## config.mk

```make
export PLATFORM = sky130hd
export DESIGN_NAME = scar_allpass
export DESIGN_NICKNAME = d
export VERILOG_FILES = /design/src/rtl/scar_pkg.sv /design/src/rtl/scar_ram.sv /design/src/rtl/scar_allpass.sv
export SDC_FILE = /design/constraint.sdc
export NUM_CORES = 2
export LEC_CHECK = 0
export BUFFER_PORTS_ARGS = -buffer_cell sky130_fd_sc_hd__buf_2
export CORE_MARGIN = 5
export CORE_UTILIZATION = 50
export DETAILED_ROUTE_END_ITERATION = 7
export PLACE_DENSITY = 0.65
export SLEW_MARGIN = 20
export SYNTH_ARGS = -nofsm -noshare
export SYNTH_HDL_FRONTEND = slang
export SYNTH_HIERARCHICAL = 1
export SYNTH_SLANG_ARGS = --single-unit
export TNS_END_PERCENT = 10
```

## constraint.sdc

```tcl
create_clock -name clock -period 11.3 [get_ports clock]
set_input_delay 2.26 -clock clock [delete_from_list [all_inputs] [get_ports clock]]
set_output_delay 2.26 -clock clock [all_outputs]
set_load 0.005 [all_outputs]
```

## src/rtl/scar_pkg.sv

```systemverilog
package scar_pkg;

   // Default build constants.
   localparam int COMB_DEPTH_DEF    = 8192;
   localparam int LEFT_AP1_LEN_DEF  = 96;
   localparam int RIGHT_AP1_LEN_DEF = 120;
   localparam int LEFT_AP2_LEN_DEF  = 48;
   localparam int RIGHT_AP2_LEN_DEF = 72;
   localparam int SAMPLE_BITS_DEF   = 24;

   // Register indexes on the configuration port.
   localparam logic [2:0] REG_COMB_LEN_ONE   = 3'd0;
   localparam logic [2:0] REG_COMB_LEN_TWO   = 3'd1;
   localparam logic [2:0] REG_COMB_LEN_THREE = 3'd2;
   localparam logic [2:0] REG_COMB_LEN_FOUR  = 3'd3;
   localparam logic [2:0] REG_DAMPING        = 3'd4;
   localparam logic [2:0] REG_DRY_GAIN       = 3'd5;
   localparam logic [2:0] REG_WET_GAIN       = 3'd6;

   // Register reset values and limits.
   localparam logic [13:0] COMB_LEN_RST_ONE   = 14'd2640;
   localparam logic [13:0] COMB_LEN_RST_TWO   = 14'd2904;
   localparam logic [13:0] COMB_LEN_RST_THREE = 14'd3432;
   localparam logic [13:0] COMB_LEN_RST_FOUR  = 14'd3960;
   localparam logic [15:0] DAMP_RST  = 16'd13107;
   localparam logic [15:0] DAMP_MAX  = 16'd58982;
   localparam logic [16:0] GAIN_RST  = 17'd32768;
   localparam logic [16:0] GAIN_UNITY = 17'd65536;

   // Comb input weights in Q16: 1, 0.7, 0.5 and 0.2.
   localparam logic [16:0] COMB_WEIGHT_ONE   = 17'd65536;
   localparam logic [16:0] COMB_WEIGHT_TWO   = 17'd45875;
   localparam logic [16:0] COMB_WEIGHT_THREE = 17'd32768;
   localparam logic [16:0] COMB_WEIGHT_FOUR  = 17'd13107;

   // Width of the allpass data path; holds any chain value.
   localparam int AP_XW = 36;

   // Sequencer strobes shared by the comb and allpass units.
   typedef struct packed {
      logic rd;       // read the entry at the current position
      logic mul;      // register the feedback product
      logic wr;       // write back and advance the position
      logic pos_rst;  // return the position to zero
   } scar_ctl_type;

   // Address width of a memory of the given depth.
   function automatic int addr_bits(input int depth);
      return (depth > 1) ? $clog2(depth) : 1;
   endfunction

   function automatic int max_of(input int a, input int b);
      return (a > b) ? a : b;
   endfunction

endpackage

```

## src/rtl/scar_ram.sv

```systemverilog
module scar_ram
   import scar_pkg::*;
#(
   parameter int WIDTH = 32,
   parameter int DEPTH = 256
) (
   input  logic                       clock,
   input  logic                       we,
   input  logic [addr_bits(DEPTH)-1:0] waddr,
   input  logic [WIDTH-1:0]           wdata,
   input  logic                       re,
   input  logic [addr_bits(DEPTH)-1:0] raddr,
   output logic [WIDTH-1:0]           rdata
);

   logic [WIDTH-1:0] mem_ff [DEPTH];
   logic [WIDTH-1:0] rdata_ff;

   // One write port and one registered read port.
   always_ff @(posedge clock) begin
      if (we) begin
         mem_ff[waddr] <= wdata;
      end
      if (re) begin
         rdata_ff <= mem_ff[raddr];
      end
   end

   assign rdata = rdata_ff;

endmodule

```

## src/rtl/scar_allpass.sv

```systemverilog
module scar_allpass
   import scar_pkg::*;
#(
   parameter int LEN = LEFT_AP1_LEN_DEF
) (
   input  logic                      clock,
   input  logic                      reset,
   input  scar_ctl_type              ctl,
   input  logic                      clr_we,
   input  logic [addr_bits(LEN)-1:0] clr_addr,
   input  logic signed [AP_XW-1:0]   x,
   output logic signed [AP_XW-1:0]   y
);

   localparam int AW = addr_bits(LEN);

   logic [AW-1:0]            pos_ff;
   logic [AW-1:0]            pos_nxt;
   logic signed [31:0]       rdata;
   logic signed [AP_XW:0]    s_full;
   logic signed [31:0]       s_sat;
   logic signed [31:0]       s_ff;
   logic signed [AP_XW-1:0]  x_ff;
   logic                     we;
   logic [AW-1:0]            waddr;
   logic [31:0]              wdata;

   assign pos_nxt = (32'(pos_ff) + 1 >= LEN) ? '0 : AW'(32'(pos_ff) + 1);

   // s = x + round(store / 2), saturated to 32 bits.
   assign s_full = (AP_XW+1)'(x) + (AP_XW+1)'((33'(rdata) + 33'sd1) >>> 1);
   always_comb begin
      if (s_full > (AP_XW+1)'(33'sd2147483647)) begin
         s_sat = 32'sh7fffffff;
      end else if (s_full < (AP_XW+1)'(-33'sd2147483648)) begin
         s_sat = 32'sh80000000;
      end else begin
         s_sat = s_full[31:0];
      end
   end

   always_ff @(posedge clock) begin
      if (reset) begin
         pos_ff <= '0;
      end else if (ctl.pos_rst) begin
         pos_ff <= '0;
      end else if (ctl.wr) begin
         pos_ff <= pos_nxt;
      end
      if (ctl.wr) begin
         s_ff <= s_sat;
         x_ff <= x;
      end
   end

   assign we    = clr_we | ctl.wr;
   assign waddr = clr_we ? clr_addr : pos_ff;
   assign wdata = clr_we ? '0 : s_sat;

   scar_ram #(.WIDTH(32), .DEPTH(LEN)) u_store (
      .clock (clock),
      .we    (we),
      .waddr (waddr),
      .wdata (wdata),
      .re    (ctl.rd),
      .raddr (pos_ff),
      .rdata (rdata)
   );

   // y = x - round(s / 2).
   assign y = x_ff - AP_XW'((33'(s_ff) + 33'sd1) >>> 1);

endmodule

```

==> results_dict.tcl <==
set metrics [dict create \
    cts.sinks 3179 \
    tightest_slew_ns 1.24 \
    root_buffer "clkbuf_16" \
    yosysSeqAreaShare_pct 75.1 \
    top_usage_layer "met2" \
    ys_seq_elements 3179 \
    relSlewSlack_pct 16.1 \
    grt_max_degree 122 \
    crit_path_start_kind "flip-flop" \
    cp-end-kind "flip-flop" \
    wl_per_cell_microns 34.7 \
    cts_tree "yes" \
    final.setup.tns_ns 0 \
    synth_edf_count 3172 \
    fin_nets 6727 \
    grt_antenna_before_repair 27 \
    gr-usage-met2_pct 41.0 \
    drc_errors 0 \
    grt_pass1_vias 65556 \
    rsz0062_at_grt "no" \
    std_cell_rows 185 \
    initial_core_util_pct 50.1 \
    cts.clk_slew.worst_paths_ns 0.06 \
    cts_setup_buffers 0 \
    seqCellArea_sq_um 95400 \
    synth.cell_area_sq_um 127000 \
    drive_gt1_share_pct 23.8 \
    syn-num-nets 6389 \
    clock_skew_ns 0.0845 \
    area_delta_synth_final_pct 12.6 \
    synthDistinctLibCells 83 \
    synth.largest_area_cell "edfxtp_1" \
    fin_crit_sh_pct 67.5 \
    clock_latency_ns 0.96 \
    cts_buffers 330 \
    dieArea_sq_um 264000 \
    regToRegStartpoint "u_store/rdata[2]$_DFFE_PP_" \
    min_path_type "flip-flop to flip-flop" \
    met1_usage_pct 37.2 \
    via_count 67114 \
    hold_viol_final 0 \
    powerDensity_nw_per_um2 178 \
    critPathKind "flip-flop to flip-flop" \
    hold_buffers 0 \
    worstHoldStart "pos_ff[1]$_SDFFE_PP0P_" \
    fin_crit_ns 7.62 \
    place_hpwl_microns 202000 \
    status "complete, no violations" \
    drt_iter0_drc 9082 \
    synth_top_area_share_pct 75.0 \
    multi_input_area_sq_um 30800 \
    cp_max_fo 88 \
    die_x_microns 514 \
    post_cts_resize_count 0 \
    maxCapViolations 0 \
    ant_nets 0 \
    core_sq_um 253000 \
    nFillCells 18601 \
    io_pins 86 \
    post-route-util_pct 56.4 \
    peakVddDrop_mv 0.174 \
    dr.pass1.iters 8 \
    clk_path_buf_depth 4 \
    synthTopCellsByArea "edfxtp_1, mux4_2, mux2i_1, a22oi_1, ha_1" \
    gr-total-overflow 0 \
    ys_warn_count 6 \
    final_max_slew_viol_count 0 \
    crit_required_ns 11.85 \
    place_congestion 0.870 \
    grt_use_total_pct 26.6 \
    fmax_mhz 131 \
    postSynthCellCount 6261 \
    setup_viol 0 \
    die_h_microns 514 \
    numPortBuffers 84 \
    critical_path_arrival_ns 8.17 \
    synthFlopType "edfxtp_1" \
    viasPerCell 6.57 \
    synthArstFlopShare_pct 0 \
    avgSynthCellArea_sq_um 20.3 \
    use_met3_pct 6.16 \
    leakage_nw 44.0 \
    wl_microns 354000 \
    crit_path_start "u_store/rdata[2]$_DFFE_PP_" \
    grt_pass1_wl_microns 497000 \
    h-tree-depth 5 \
]
[state kept, by name, summed over array words and instances (netlist names)]
name and flops:
x_ff 36, pos_ff 7, u_store/rdata 32, u_store/mem_ff 3072, s_ff 32
[per-stage QoR]
step	instance area [sq um]	std cells	worst slack, ns	hold WS, ns	power, mW
after detailed placement	133000	9632	3.39	0.786	15.4
after CTS	143000	10203	3.63	0.798	25.5
after global routing	143000	10206	3.23	0.806	26.2
after global placement	133000	9632	3.49	0.763	15.3
after floorplan	127000	6261	1.25	0.494	14.7
final	143000	10218	3.68	0.777	25.4
[layout make-up]
cell class / instances / share of cell area (%)
Antenna cell: 14 / 0.0245
Clock buffer: 403 / 6.07
Clock inverter: 168 / 0.941
Inverter: 32 / 0.0858
Multi-Input combinational cell: 2734 / 21.5
Sequential cell: 3179 / 66.7
Tap cell: 3366 / 2.95
Timing Repair Buffer: 322 / 1.68
[cells in the mapped netlist, drive strengths merged, types with 68 or more instances]
master  count
edfxtp   3172
mux4      670
mux2i     301
nor2      192
buf       189
nand2     156
a21oi     148
a22oi     136
clkbuf    127
nand3     118
o22ai      91
o21ai      84
ha         76
nor3       68
[cells in the final DEF (no fill, tap or decap), drive strengths merged, types with 25 or more instances in the layout]
master      n
a21o       45
a21oi     148
a31oi      26
nor3       68
nand2     156
a2bb2oi    31
mux2i     301
nand4      27
edfxtp   3172
xor2       54
xnor2      67
clkinv    129
o21ai      84
nand3     118
and3       29
a221oi     42
inv        39
nor2b      43
clkbuf    403
o22ai      91
ha         76
mux2       27
buf       322
a22oi     136
nor2      192
mux4      670
a22o       31
nand2b     25
a211oi     39
[worst paths after layout]
kind	to	slack [ns]	cells past startpoint
worst max-delay path	u_store/mem_ff[31][3]$_DFFE_PP_	3.68	20
worst max register to register	u_store/mem_ff[31][3]$_DFFE_PP_	3.68	20
worst min-delay path	pos_ff[1]$_SDFFE_PP0P_	0.78	2
worst min register to register	pos_ff[1]$_SDFFE_PP0P_	0.78	2
[power breakdown]
part | internal, mW | total (mW) | switching (mW)
logic | 0.485 | 1.68 | 1.19
clock network | 5.93 | 10.3 | 4.35
registers | 13.4 | 13.4 | 0.0399
total | 19.8 | 25.4 | 5.59
[worst max-delay path, cell delays in order (launching register included)]
cell      delay (ns)
edfxtp_1        0.40
and3_1          0.22
and3_1          0.23
and4_1          0.33
nand3_1         0.15
nor3_1          0.50
nand2_1         0.15
nor2_1          0.28
nand3_1         0.13
xnor2_1         0.14
ha_1            0.43
and3_1          0.30
nand2_1         0.11
nor4_1          0.30
a21oi_1         0.21
o311ai_0        0.54
or4b_1          0.48
buf_4           0.28
or4_1           0.53
a22oi_2         0.48
buf_4           0.89
[cell families (layout without fill, tap and decap cells)]
family                   after synthesis  in the layout  synth area share, %
flip-flops                          3179           3179                 75.1
multiplexers                         998            998                 14.5
AO/OA/AOI/OAI                        770            770                 4.18
adder cells (fa/ha/maj)               78             78                0.781
XOR/XNOR                             121            121                0.835
buffers and inverters                348            925                 1.58
AND/OR/NAND/NOR                      767            767                 2.99
other                                  0             14                    0
[per-layer routing]
layer / wire [microns] / vias to the layer above
met5: 34 / -
met2: 165000 / 3942
met1: 135000 / 35605
met3: 39100 / 647
met4: 15600 / 6
li1: - / 26914
No activity file was read; power rests on OpenSTA's default activity.
